## config.mk

```make
export PLATFORM = sky130hd
export DESIGN_NAME = matrix_keypad_scanner_debounce
export DESIGN_NICKNAME = d
export VERILOG_FILES = /design/src/kpd_pkg.sv /design/src/kpd_regs.sv /design/src/kpd_core.sv /design/src/matrix_keypad_scanner_debounce.sv
export SDC_FILE = /design/constraint.sdc
export NUM_CORES = 1
export LEC_CHECK = 0
export BUFFER_PORTS_ARGS = -buffer_cell sky130_fd_sc_hd__buf_2
export CORE_MARGIN = 2
export CORE_UTILIZATION = 61
export CTS_CLUSTER_SIZE = 12
export DETAILED_ROUTE_END_ITERATION = 7
export GPL_TIMING_DRIVEN = 0
export PLACE_DENSITY_LB_ADDON = 0.2
export SLEW_MARGIN = 20
export SYNTH_ARGS = -nofsm -noshare
export SYNTH_HDL_FRONTEND = slang
export SYNTH_SLANG_ARGS = --single-unit
```

## constraint.sdc

```tcl
create_clock -name clk -period 3.8 [get_ports clk]
set_input_delay 0 -clock clk [delete_from_list [all_inputs] [get_ports clk]]
set_output_delay 0 -clock clk [all_outputs]
set_load 0.02 [all_outputs]
```

## src/kpd_pkg.sv

```systemverilog
package kpd_pkg;

    localparam int unsigned SettleWidth   = 8;
    localparam int unsigned DebounceWidth = 20;
    localparam int unsigned CodeWidth     = 8;

    localparam logic [SettleWidth-1:0]   SettleReset   = 8'd2;
    localparam logic [DebounceWidth-1:0] DebounceReset = 20'd20000;

    // register indexes on the configuration port
    localparam logic RegSettle   = 1'b0;
    localparam logic RegDebounce = 1'b1;

    typedef struct packed {
        logic [SettleWidth-1:0]   settle_ticks;
        logic [DebounceWidth-1:0] debounce_ticks;
    } kpd_cfg_t;

    typedef struct packed {
        logic [3:0]           row_drive;
        logic                 key_valid;
        logic [CodeWidth-1:0] key_code;
    } kpd_result_t;

    // keymap lookup: one set column gives the key, anything else gives zero
    function automatic logic [CodeWidth-1:0] key_lookup(input logic [1:0] row,
                                                         input logic [3:0] col);
        logic [CodeWidth-1:0] code;
        code = '0;
        case (row)
            2'd0:
            begin
                case (col)
                    4'b0001: code = 8'h37;
                    4'b0010: code = 8'h38;
                    4'b0100: code = 8'h39;
                    4'b1000: code = 8'h2F;
                    default: code = '0;
                endcase
            end
            2'd1:
            begin
                case (col)
                    4'b0001: code = 8'h34;
                    4'b0010: code = 8'h35;
                    4'b0100: code = 8'h36;
                    4'b1000: code = 8'h2A;
                    default: code = '0;
                endcase
            end
            2'd2:
            begin
                case (col)
                    4'b0001: code = 8'h31;
                    4'b0010: code = 8'h32;
                    4'b0100: code = 8'h33;
                    4'b1000: code = 8'h2D;
                    default: code = '0;
                endcase
            end
            default:
            begin
                case (col)
                    4'b0001: code = 8'h2E;
                    4'b0010: code = 8'h30;
                    4'b0100: code = 8'h3D;
                    4'b1000: code = 8'h2B;
                    default: code = '0;
                endcase
            end
        endcase
        return code;
    endfunction

endpackage

```

## src/kpd_regs.sv

```systemverilog
module kpd_regs (
    input  logic             clk,
    input  logic             rst_n,
    input  logic             psel,
    input  logic             penable,
    input  logic             pwrite,
    input  logic [2:0]       paddr,
    input  logic [31:0]      pwdata,
    output logic [31:0]      prdata,
    output logic             pready,
    output kpd_pkg::kpd_cfg_t cfg
);
    import kpd_pkg::*;

    logic [SettleWidth-1:0]   settle_reg;
    logic [DebounceWidth-1:0] debounce_reg;
    logic                     wr_en;
    logic                     reg_sel;

    assign pready  = 1'b1;
    assign reg_sel = paddr[2];
    assign wr_en   = psel && penable && pwrite && pready;

    always_ff @(posedge clk or negedge rst_n)
    begin
        if (!rst_n)
        begin
            settle_reg   <= SettleReset;
            debounce_reg <= DebounceReset;
        end
        else if (wr_en)
        begin
            case (reg_sel)
                RegSettle:   settle_reg   <= pwdata[SettleWidth-1:0];
                RegDebounce: debounce_reg <= pwdata[DebounceWidth-1:0];
                default:     settle_reg   <= settle_reg;
            endcase
        end
    end

    always_comb
    begin
        case (reg_sel)
            RegSettle:   prdata = {{(32-SettleWidth){1'b0}}, settle_reg};
            RegDebounce: prdata = {{(32-DebounceWidth){1'b0}}, debounce_reg};
            default:     prdata = '0;
        endcase
    end

    assign cfg.settle_ticks   = settle_reg;
    assign cfg.debounce_ticks = debounce_reg;

endmodule

```

## src/kpd_core.sv

```systemverilog
module kpd_core (
    input  logic                 clk,
    input  logic                 rst_n,
    input  logic                 advance,
    input  logic [3:0]           column_sense,
    input  kpd_pkg::kpd_cfg_t    cfg,
    output kpd_pkg::kpd_result_t result
);
    import kpd_pkg::*;

    typedef enum logic [2:0] {
        REL_SCAN    = 3'd0,
        REL_WAIT    = 3'd1,
        REL_CHECK   = 3'd2,
        PRESS_SCAN  = 3'd3,
        PRESS_WAIT  = 3'd4,
        PRESS_CHECK = 3'd5
    } phase_t;

    phase_t                   phase_reg,  phase_next;
    logic                     settle_reg, settle_next;
    logic [1:0]               row_reg,    row_next;
    logic [DebounceWidth-1:0] tick_reg,   tick_next;
    logic [CodeWidth-1:0]     first_reg,  first_next;
    logic [3:0]               drive_reg,  drive_next;

    // scan outcome for this tick
    logic                     s_settle;
    logic [1:0]               s_row;
    logic [DebounceWidth-1:0] s_tick;
    logic [3:0]               s_drive;
    logic                     s_done;
    logic [CodeWidth-1:0]     s_res;
    logic [1:0]               row_inc;
    // debounce wait outcome
    logic                     w_done;
    logic [DebounceWidth-1:0] w_tick;
    logic [DebounceWidth-1:0] tick_inc;

    logic                     valid_out;
    logic [CodeWidth-1:0]     code_out;

    assign tick_inc = tick_reg + 1'b1;
    assign row_inc  = row_reg + 1'b1;
    assign w_done   = tick_reg >= cfg.debounce_ticks;
    assign w_tick   = w_done ? tick_reg : tick_inc;

    always_comb
    begin
        s_settle = settle_reg;
        s_row    = row_reg;
        s_tick   = tick_reg;
        s_drive  = drive_reg;
        s_done   = 1'b0;
        s_res    = '0;
        if (!settle_reg)
        begin
            if (column_sense == 4'd0)
            begin
                s_done  = 1'b1;
                s_drive = 4'd0;
                s_row   = 2'd0;
            end
            else
            begin
                s_row    = 2'd0;
                s_drive  = 4'b1110;
                s_tick   = '0;
                s_settle = 1'b1;
            end
        end
        else if (tick_reg < {{(DebounceWidth-SettleWidth){1'b0}}, cfg.settle_ticks})
        begin
            s_tick = tick_inc;
        end
        else if (column_sense != 4'd0 || row_reg == 2'd3)
        begin
            s_done   = 1'b1;
            s_res    = key_lookup(row_reg, column_sense);
            s_settle = 1'b0;
            s_drive  = 4'd0;
            s_row    = 2'd0;
        end
        else
        begin
            // drive the next row alone, active low
            s_row   = row_inc;
            s_drive = ~(4'b0001 << row_inc);
            s_tick  = '0;
        end
    end

    always_comb
    begin
        phase_next  = phase_reg;
        settle_next = s_settle;
        row_next    = s_row;
        tick_next   = s_tick;
        first_next  = first_reg;
        drive_next  = s_drive;
        valid_out   = 1'b0;
        code_out    = '0;
        case (phase_reg)
            REL_WAIT, PRESS_WAIT:
            begin
                settle_next = settle_reg;
                row_next    = row_reg;
                drive_next  = drive_reg;
                tick_next   = w_tick;
                if (w_done)
                begin
                    phase_next = (phase_reg == REL_WAIT) ? REL_CHECK : PRESS_CHECK;
                end
            end
            REL_CHECK:
            begin
                if (s_done)
                begin
                    phase_next = (s_res == '0) ? PRESS_SCAN : REL_SCAN;
                end
            end
            PRESS_SCAN:
            begin
                if (s_done && s_res != '0)
                begin
                    first_next = s_res;
                    tick_next  = '0;
                    phase_next = PRESS_WAIT;
                end
            end
            PRESS_CHECK:
            begin
                if (s_done)
                begin
                    if (s_res == first_reg)
                    begin
                        valid_out  = 1'b1;
                        code_out   = s_res;
                        phase_next = REL_SCAN;
                    end
                    else
                    begin
                        phase_next = PRESS_SCAN;
                    end
                end
            end
            default:
            begin
                phase_next = REL_SCAN;
                if (s_done && s_res == '0)
                begin
                    tick_next  = '0;
                    phase_next = REL_WAIT;
                end
            end
        endcase
    end

    always_ff @(posedge clk or negedge rst_n)
    begin
        if (!rst_n)
        begin
            phase_reg  <= REL_SCAN;
            settle_reg <= 1'b0;
            row_reg    <= 2'd0;
            tick_reg   <= '0;
            first_reg  <= '0;
            drive_reg  <= 4'd0;
        end
        else if (advance)
        begin
            phase_reg  <= phase_next;
            settle_reg <= settle_next;
            row_reg    <= row_next;
            tick_reg   <= tick_next;
            first_reg  <= first_next;
            drive_reg  <= drive_next;
        end
    end

    assign result.row_drive = drive_next;
    assign result.key_valid = valid_out;
    assign result.key_code  = code_out;

endmodule

```

## src/matrix_keypad_scanner_debounce.sv

```systemverilog
// channel  | handshake              | payload
// ---------+------------------------+-----------------------------------
// in       | in_valid / in_ready    | column_sense[3:0]
// out      | out_valid / out_ready  | row_drive[3:0], key_valid, key_code[7:0]
// config   | APB psel/penable/...   | 0x0 settle_ticks, 0x4 debounce_ticks
//
// One tick per cycle while requests are accepted: the scan and debounce step
// runs between the state registers and the output register, so a request is
// taken each cycle in_ready is high, with its result in the next cycle.
// in_ready drops only while a result is held and out_ready is low.
// Reset clears the core to the release scan with all rows driven, not out_reg.
module matrix_keypad_scanner_debounce (
    input  logic        clk,
    input  logic        rst_n,
    input  logic        in_valid,
    output logic        in_ready,
    input  logic [3:0]  column_sense,
    output logic        out_valid,
    input  logic        out_ready,
    output logic [3:0]  row_drive,
    output logic        key_valid,
    output logic [7:0]  key_code,
    input  logic        psel,
    input  logic        penable,
    input  logic        pwrite,
    input  logic [2:0]  paddr,
    input  logic [31:0] pwdata,
    output logic [31:0] prdata,
    output logic        pready
);
    import kpd_pkg::*;

    kpd_cfg_t    cfg;
    kpd_result_t result;
    logic        accept;
    logic        out_valid_reg;
    kpd_result_t out_reg;

    assign in_ready = !out_valid_reg || out_ready;
    assign accept   = in_valid && in_ready;

    kpd_regs u_regs (
        .clk     (clk),
        .rst_n   (rst_n),
        .psel    (psel),
        .penable (penable),
        .pwrite  (pwrite),
        .paddr   (paddr),
        .pwdata  (pwdata),
        .prdata  (prdata),
        .pready  (pready),
        .cfg     (cfg)
    );

    kpd_core u_core (
        .clk          (clk),
        .rst_n        (rst_n),
        .advance      (accept),
        .column_sense (column_sense),
        .cfg          (cfg),
        .result       (result)
    );

    always_ff @(posedge clk or negedge rst_n)
    begin
        if (!rst_n)
        begin
            out_valid_reg <= 1'b0;
        end
        else if (accept)
        begin
            out_valid_reg <= 1'b1;
        end
        else if (out_ready)
        begin
            out_valid_reg <= 1'b0;
        end
    end

    // hold the result until it is taken
    always_ff @(posedge clk)
    begin
        if (accept)
        begin
            out_reg <= result;
        end
    end

    assign out_valid = out_valid_reg;
    assign row_drive = out_reg.row_drive;
    assign key_valid = out_reg.key_valid;
    assign key_code  = out_reg.key_code;

endmodule

```

## Yosys cells after proc, flatten, opt, wreduce, memory -nomap -nowiden

Index checks and enable logic that the tools add are counted.

| word-level totals | value |
|---|---|
| register bits | 80 |
| latch bits | 0 |
| RAM bits | 0 |
| memory bits (read-only) | 0 |
| input port bits | 46 |
| output and inout bits | 48 |
| logic and storage cells | 109 |
| memories kept | 0 |

| operators by class | value |
|---|---|
| add/subtract/negate cells | 2 |
| multipliers | 0 |
| divide/modulo/power cells | 0 |
| magnitude comparators | 2 |
| equality and inequality tests | 19 |
| shift-type cells | 1 |
| muxes and demuxes | 45 |
| bitwise gates (word level) | 3 |
| reduce and logical (&&, ||, !) cells | 25 |

Operators with widths:

| operator | number |
|---|---|
| 2-to-1 mux 20 bit | 7 |
| case mux 6 bit (4 select lines) | 4 |
| case mux 32 bit (2 select lines) | 1 |
| case mux 20 bit (3 select lines) | 1 |
| 2-to-1 mux 8 bit | 3 |
| case mux 8 bit (3 select lines) | 1 |
| adder 20 x 1 -> 20 bit (second input constant) | 1 |
| greater-or-equal comparator 20 bit | 1 |
| less-than comparator 20 x 8 -> 1 bit | 1 |
| 2-to-1 mux 4 bit | 5 |
| 2-to-1 mux 3 bit | 5 |
| 2-to-1 mux 1 bit | 12 |
| case mux 3 bit (4 select lines) | 1 |
| 2-to-1 mux 2 bit | 5 |
| AND reduction 2 bit | 5 |
| AND reduction 3 bit | 3 |
| == test 8 bit | 1 |
| logical NOT 8 bit | 1 |
| != test 2 x 1 -> 1 bit (second input constant) | 4 |
| nonzero test 8 bit | 1 |
| == test 3 x 2 -> 1 bit (second input constant) | 2 |
| == test 3 bit (second input constant) | 2 |
| logical AND 1 bit | 5 |
| AND reduction 5 bit | 1 |
| other kinds (19) | 24 |

## Logic depth before layout (Yosys ltp)

Gate-level depths: netlist of the first run.

| logic depth | value |
|---|---|
| depth in word-level cells | 10 |
| gate-level depth with buffers | 11 |
| depth with buffers taken out | 10 |

## Modules after synthesis

From an unflattened synthesis of the first run, not the netlist that was laid out.

| second synthesis, totals | value |
|---|---|
| cell total of the unflattened synthesis | 600 |
| area, all modules | 5721.7 µm² |

By module, submodules not included:

| module | instances | cells an instance | area each (µm²) | sequential area each (µm²) |
|---|---|---|---|---|
| kpd_core | 1 | 486 | 3841.2 | 900.9 |
| kpd_regs | 1 | 97 | 1436.4 | 708.2 |
| matrix_keypad_scanner_debounce | 1 | 17 | 444.2 | 415.4 |

## Worst setup path after synthesis of the first run

Ideal clock, no wire load.

| path | value |
|---|---|
| kind | reg-to-reg |
| start point | reg u_core.tick_reg[8] |
| end point | reg u_core.phase_reg[0] |
| setup time | 126 ps |
| arrival time | 2522 ps |
| data required time | 3674 ps |
| setup slack | 1153 ps |
| stages on the path, launching flop included | 10 |
| path buffers | 1 |
| clock period less this slack | 2647 ps |
| path through | dfrtp_1 > or4_4 > nand4b_4 > a211o_2 > nand2b_2 > buf_4 > xor2_1 > and3_2 > nand4_1 > a221o_1 |

| between the ends | value |
|---|---|
| cells in the longest elaborated chain, start to end | 7 |
| elaborated cells on any way between the ends | 22 |
| classes of those cells | 2 x order compare; 5 x eq/ne; 10 x mux; 5 x reduce/logical |

Ends and longest elaborated chain:

| item | RTL line | RTL |
|---|---|---|
| from (decl) | kpd_core.sv:23 | `logic [DebounceWidth-1:0] tick_reg, tick_next;` |
| from (signal assigned) | kpd_core.sv:175 | `tick_reg <= tick_next;` |
| less-than comparator 20 x 8 -> 1 bit | kpd_core.sv:72 | `else if (tick_reg < {{(DebounceWidth-SettleWidth){1'b0}}, cfg.settle_ticks})` |
| 2-to-1 mux 8 bit | kpd_core.sv:72 |  |
| 2-to-1 mux 8 bit | kpd_core.sv:56 | `if (!settle_reg)` |
| == test 8 bit (tied with other cells) | kpd_core.sv:135 | `if (s_res == first_reg)` |
| 2-to-1 mux 2 bit (tied with other cells) | kpd_core.sv:135 |  |
| 2-to-1 mux 3 bit (tied with other cells) | kpd_core.sv:133 | `if (s_done)` |
| case mux 3 bit (4 select lines) or AND reduction 5 bit (tied branches) | n/a |  |
| to (signal assigned) | kpd_core.sv:172 | `phase_reg <= phase_next;` |
| to (decl) | kpd_core.sv:20 | `phase_t phase_reg, phase_next;` |

Several ways; a longest one is shown, not always the timed one. The select of a mux whose other input is x is not followed.
A chain may end at the register's enable or synchronous reset.

## Worst setup path after layout of the first run

| path | value |
|---|---|
| start point | reg u_core.tick_reg[7] |
| end point | reg out_reg, in the netlist key_code[1] (data pin) |

| between the ends | value |
|---|---|
| cells in the longest elaborated chain, start to end | 5 |
| elaborated cells on any way between the ends | 7 |
| classes of those cells | 1 x order compare; 1 x eq/ne; 4 x mux; 1 x reduce/logical |

Ends and longest elaborated chain:

| item | RTL line | RTL |
|---|---|---|
| less-than comparator 20 x 8 -> 1 bit * | kpd_core.sv:72 |  |
| 2-to-1 mux 8 bit | kpd_core.sv:72 |  |
| 2-to-1 mux 8 bit | kpd_core.sv:56 |  |
| == test 8 bit | kpd_core.sv:135 |  |
| AND reduction 3 bit (no source line) | n/a |  |
| to (signal assigned) | matrix_keypad_scanner_debounce.sv:85 | `out_reg <= result;` |
| to (decl) | matrix_keypad_scanner_debounce.sv:37 | `kpd_result_t out_reg;` |

Mark *: on every way between the ends. The rest lies on a longest branch, timed or not.

==> results.yml, run 1 <==
status:
  outcome: "complete, no violations"
drt:
  vias: 4933
  drt_iter0_drc: 332
  drc: 0
  wl_per_cell_um: 15.7
  first_pass_iters: 6
  drt-total-wl_um: 13000
  vias_per_cell: 5.95
  ant_nets: 0
cells_and_area:
  area_delta_synth_final_pct: 18.4
  n_antenna_cell: 0
  n_fill_cell: 618
  final_nets: 794
  drive_gt1_share_pct: 21.1
sta:
  grt_setup_unrepaired: "false"
  slew_headroom_pct: 54.0
  finClkSkew_ns: 0.00842
  worst_slew_pin_slew_ns: 0.683
  period_share_pct: 82.2
  setup_viol: 0
  hold_viol: 0
  fin_crit_ns: 3.12
  drv_slew: 0
  setup_tns_ns: 0
  setup_ws_ns: 0.678
  max_freq_mhz: 320
clocking:
  cts_buffer_depth: 2
  insertion_delay_ns: 0.36
  cts-root-buf: "clkbuf_8"
  numCtsBuffers: 9
  clk_pin_slew_ns: 0.09
  cts_tree: "yes"
  post_cts.repair.setup_buffers: 0
  clock_sinks: 76
  cts_htree_levels: 3
pwr:
  p_leak_nw: 2.86
  peakVddDrop_mv: 0.243
  total_power_mw: 3.41
  powerDensity_nw_per_um2: 540
die:
  die_w_um: 97.5
  ioPinCount: 94
  die-area_sq_um: 9500
  die_h_um: 97.5
  fp-row-count: 34
  start_util_pct: 62.0
  core_area_sq_um: 8590
placed_design:
  pre_cts_slack_ns: 0.622
  io_buffer_count: 63
  hpwlAfterDp_um: 9290
  place.gp.congestion: 0.931
global_routing:
  grt_usage_pct: 27.9
  grt_pass1_wl_um: 22000
  grt_max_degree: 46
  grt_overflow: 0
  antenna_found_initial: 0
  grt_pass1_vias: 4834
hold_path:
  min_path_type: "in2async"
synth:
  synth_cell_types: 68
  avgSynthCellArea_sq_um: 8.81
  yosysTopAreaCellShare_pct: 27.7
  ys_top_cells_by_count: "62 x nand2_1, 59 x dfrtp_1, 56 x o21ai_0"
  synth_edf_count: 11
  synth_seq_area_share_pct: 36.8
  postSynthCellCount: 605
  synthesis.area_sq_um: 5330
  async_reset_ff_share_pct: 85.5
  yosys.area.top_type: "dfrtp_1"
  synth_area_leaders: "dfrtp_1 28%, ha_1 7.5%, mux2_2 6.5%"
  ys_warn_count: 0
  ys.flop_type: "dfrtp_1"
  ys_ff_latch: 76
  synth_most_common_cell: "nand2_1"
critical_path:
  crit_chain: "ha_1, a211oi_1, nand4b_4, a211oi_4, clkbuf_1, nor2_1, nand4_1, nand3_1, nand4_2, nor3_1"
  start_kind: "flop"
  cpMaxStageDelayCell: "clkbuf_1"
  cp.arrival_ns: 3.22
  endpoint_kind: "flop"
  max_stage_delay_ns: 0.47
  crit_path_max_fanout: 10
  crit_type: "reg2reg"
  cp.required_ns: 3.90
flow_run:
  drv_cap: 0
-- routing by layer --
layer | wire length, um | track usage (%) | vias to the layer above | share of wire (%)
met3 | 724 | 4.17 | 26 | 5.6
met1 | 5390 | 34.2 | 2361 | 41
met4 | 289 | 11.6 | 0 | 2.2
li1 | - | - | 2371 | -
met5 | 0 | 0 | - | 0
met2 | 6640 | 49.0 | 175 | 51
-- through the flow --
stage	util, %	hold WS (ns)	cells	area, sq um
after floorplan	-	-0.296	618	5380
after global placement	67.9	0.203	789	5830
after detailed placement	68.2	-0.0886	790	5860
after CTS	73.4	0.0679	829	6310
after global routing	73.5	0.0989	829	6310
final	73.5	0.0762	829	6310
-- final cells by class --
cell class	instances	area (sq um)	area share (%)
Multi-Input combinational cell	454	3030	48.0
Timing Repair Buffer	87	576	9.11
Sequential cell	76	1960	31.1
Clock buffer	10	128	2.02
Tap cell	108	135	2.14
Inverter	41	154	2.44
Clock inverter	6	87.6	1.39
Buffer	47	241	3.82
-- path summary, 6_finish.rpt --
path                                      from                      to  slack [ns]  cells past startpoint
setup reg to reg            u_core.tick_reg[7]             key_code[1]        0.68                     10
setup / recovery            u_core.tick_reg[7]             key_code[1]        0.68                     10
max in group asynchronous                rst_n  u_regs.debounce_reg[5]        3.16                      3
hold / removal                           rst_n    u_regs.settle_reg[3]        0.08                      2
min in group clk               column_sense[1]     u_core.first_reg[0]        0.32                      6
hold reg to reg            u_core.drive_reg[3]     u_core.drive_reg[3]        0.49                      2
-- cell usage in the layout (no fill, tap or decap), drive strengths merged, types with 5 or more instances in the layout --
cell type    instances
a211oi               6
a21oi               23
a22o                11
a22oi                9
a31oi                8
and2                14
buf                 84
clkbuf              37
conb                15
dfrtp               59
dfstp                6
dlygate4sd3         23
edfxtp              11
ha                  32
inv                 42
mux2                31
nand2               62
nand2b               7
nand3               19
nand4                9
nor2                40
nor2b                6
nor3                17
nor4                 5
o211ai               8
o21ai               59
o22ai                7
o31ai                5
xnor2                8
xor2                 6
-- report_power, final --
group / internal, mW / switching (mW)
registers: 1.00 / 0.124
clock network: 0.371 / 0.324
logic: 0.587 / 1.00
-- timing repair --
action / in CTS / in global routing
hold endpoints to repair: 93 / 0
gates resized for setup: 0 / 0
hold buffers: 23 / 0
-- critical path, delay by kind of cell, from the launching register on --
family	cells	cell delay, ns
AND/OR/NAND/NOR	6	0.80
buffers and inverters	1	0.47
flip-flops	1	0.42
adder cells (fa/ha/maj)	1	0.31
AO/OA/AOI/OAI	2	0.85
-- cells by family after synthesis --
kind of cell / Yosys count / synth area share (%)
AOI/OAI and AO/OA: 163 / 20.3
xor gates and xnor gates: 14 / 2.30
adders and majority gates: 32 / 7.51
buffers and inverters: 88 / 7.39
DFF: 76 / 36.8
muxes: 31 / 6.55
other: 2 / 0.141
and+or+nand+nor: 199 / 19.0
No activity file was read; power rests on OpenSTA's default activity.
==> inputs of run 2 (changes only) <==
ABC_AREA = 1   (was default)
CORE_UTILIZATION = 52   (was 61)
clock period = 2.5 ns   (was 3.8 ns; I/O delays follow)
==> results.yml, run 2 <==
synth:
  synthMuxAreaShare_pct: 0
  ys.flop_type: "dfrtp_1"
  synth_top_family_by_area: "simple AND/OR/NAND/NOR gates"
  synthesis.area_sq_um: 5500
  synth_area_leaders: "dfrtp_1 27%, nand2_1 9.4%, inv_1 7.3%"
  synth-simple-area-share_pct: 27.9
  synth_compound_area_share_pct: 15.7
  yosys.area.top_type: "dfrtp_1"
  avgSynthCellArea_sq_um: 7.33
  ys_warn_count: 0
  yosysTopAreaCellShare_pct: 26.9
  synth_edf_count: 11
  synth_seq_area_share_pct: 35.7
  ys_top_cells_by_count: "138 x nand2_1, 107 x inv_1, 78 x o21ai_0"
  ys_ff_latch: 76
  synth_cell_types: 48
  synth_adder_area_share_pct: 7.28
  postSynthCellCount: 750
  synth_most_common_cell: "nand2_1"
  async_reset_ff_share_pct: 85.5
  synth_xor_area_share_pct: 1.43
status:
  outcome: "finished, violations left"
  violations: "setup timing"
clocking:
  numCtsBuffers: 9
  cts_tree: "yes"
  clock_sinks: 76
  cts_htree_levels: 3
  cts_buffer_depth: 2
  cts-root-buf: "clkbuf_8"
  insertion_delay_ns: 0.37
  clk_pin_slew_ns: 0.08
critical_path:
  cpMaxStageDelayCell: "dfrtp_2"
  crit_chain: "ha_1, nand2_1, nand2_1, nand3_1, nand2_1, nor2_4, a21oi_4, nand2_2, nand2_1, nand2_1, nor2_2, nand3_2, nor3_4, inv_4, nor2_2"
  max_stage_delay_ns: 0.46
  cp.arrival_ns: 2.73
  path_common_cell: "nand2_1"
  cp.required_ns: 2.73
  worst_path_dominant_cell_family: "simple AND/OR/NAND/NOR gates"
  rr_worst_depth: 15
  r2r_end: "key_code[5]"
  crit_path_max_fanout: 7
  cp_num_buf_inv: 1
  endpoint_kind: "flop"
  rrSetupSlack_ns: -0.004
  reg2reg_from: "u_core.tick_reg[5]"
  crit_type: "reg2reg"
  start_kind: "flop"
cells_and_area:
  utilization_pct: 67.2
  n_fill_cell: 863
  area_delta_synth_final_pct: 25.6
  final_common_cell: "nand2_1"
  final_nets: 960
  layout_common_cells: "134 x nand2_1, 105 x inv_1, 74 x o21ai_0, 67 x nor2_1, 64 x buf_2"
  n_antenna_cell: 0
  drive_gt1_share_pct: 24.7
global_routing:
  antenna_found_initial: 0
  grt_max_degree: 43
  grt_overflow: 0
  grt_usage_pct: 25.6
  grt_pass1_vias: 5276
  grt_pass1_wl_um: 23600
die:
  die_w_um: 107
  die_h_um: 107
  ioPinCount: 94
  fp-row-count: 37
  die-area_sq_um: 11400
  start_util_pct: 53.5
  core_area_sq_um: 10300
hold_path:
  min_path_type: "in2async"
pwr:
  total_power_mw: 6.25
  powerDensity_nw_per_um2: 905
  peakVddDrop_mv: 0.412
  p_leak_nw: 3.44
sta:
  fin_crit_ns: 2.50
  grt_setup_unrepaired: "true"
  drv_slew: 0
  worst_slew_pin_slew_ns: 0.675
  slew_headroom_pct: 54.7
  finClkSkew_ns: 0.0148
  setup_ws_ns: -0.00399
  hold_viol: 0
  max_freq_mhz: 399
  period_share_pct: 100
  setup_viol: 1
drt:
  vias: 5571
  drt-total-wl_um: 14700
  vias_per_cell: 5.45
  drt_iter0_drc: 456
  ant_nets: 0
  wl_per_cell_um: 14.4
  first_pass_iters: 5
  drc: 0
placed_design:
  place.gp.congestion: 0.857
  io_buffer_count: 64
  hpwlAfterDp_um: 10300
flow_run:
  drv_cap: 0
==> run 2: per-stage QoR <==
stage	area, sq um	worst slack (ns)	hold WS [ns]	TNS [ns]	cells
detailed placement	6070	-0.395	-0.0665	-5.45	964
finish	6910	-0.00399	0.0806	-0.00399	1023
floorplan	5550	0.279	-0.296	0	763
global route	6910	-0.117	0.116	-0.968	1023
global placement	6040	-0.337	0.243	-4.50	963
CTS	6580	0.00448	0.0827	0	1008
==> run 2: cell type report <==
cell class                 instances  area (sq um)  area share, %
multi-input combinational        533          3120           45.2
sequential                        76          1970           28.5
timing repair buffer             109           757           11.0
inverter                         119           455           6.59
buffer                            34           226           3.28
tap                              136           170           2.46
clock buffer                      10           128           1.85
clock inverter                     6          78.8           1.14
==> run 2: layer usage <==
layer | share of wire, % | track usage, % | vias to the layer above
met5 | 0 | 0 | -
met4 | 2.1 | 10.9 | 0
met3 | 4.8 | 2.86 | 35
met2 | 50 | 43.7 | 208
met1 | 43 | 33.1 | 2640
li1 | - | - | 2688
==> run 2: cells by family (layout without fill, tap and decap cells) <==
group           after synthesis  after routing
compound gates              152            152
xor+xnor                      9              9
fa+ha+maj                    32             32
buf+inv                     154            278
flops                        76             76
other cells                   2             15
simple gates                325            325
==> run 2: power breakdown <==
| part | internal [mW] | total [mW] | switching (mW) |
|---|---|---|---|
| clock network | 0.554 | 1.04 | 0.484 |
| logic | 1.25 | 3.29 | 2.03 |
| registers | 1.59 | 1.93 | 0.337 |
| total | 3.40 | 6.25 | 2.86 |
==> run 2: worst max-delay path by stage <==
stage	from	endpoint	slack [ns]	cells after the start
detailed placement	u_regs.debounce_reg[5]	u_core.tick_reg[16]	-0.40	11
floorplan	u_regs.debounce_reg[9]	u_core.tick_reg[10]	0.28	11
global route	u_core.tick_reg[1]	u_core.tick_reg[16]	-0.12	11
global placement	u_regs.debounce_reg[5]	u_core.tick_reg[9]	-0.34	11
finish	u_core.tick_reg[5]	key_code[5]	-0.004	15
CTS	u_regs.settle_reg[1]	key_code[5]	0.004	16
==> run 2: what timing repair did <==
item,in CTS,in global routing
resized for setup,10,54
pin swaps,3,14
cloned,0,1
endpoints found under the setup margin,26,34
hold buffers,22,0
hold endpoints to repair,90,0
setup buffers,6,15
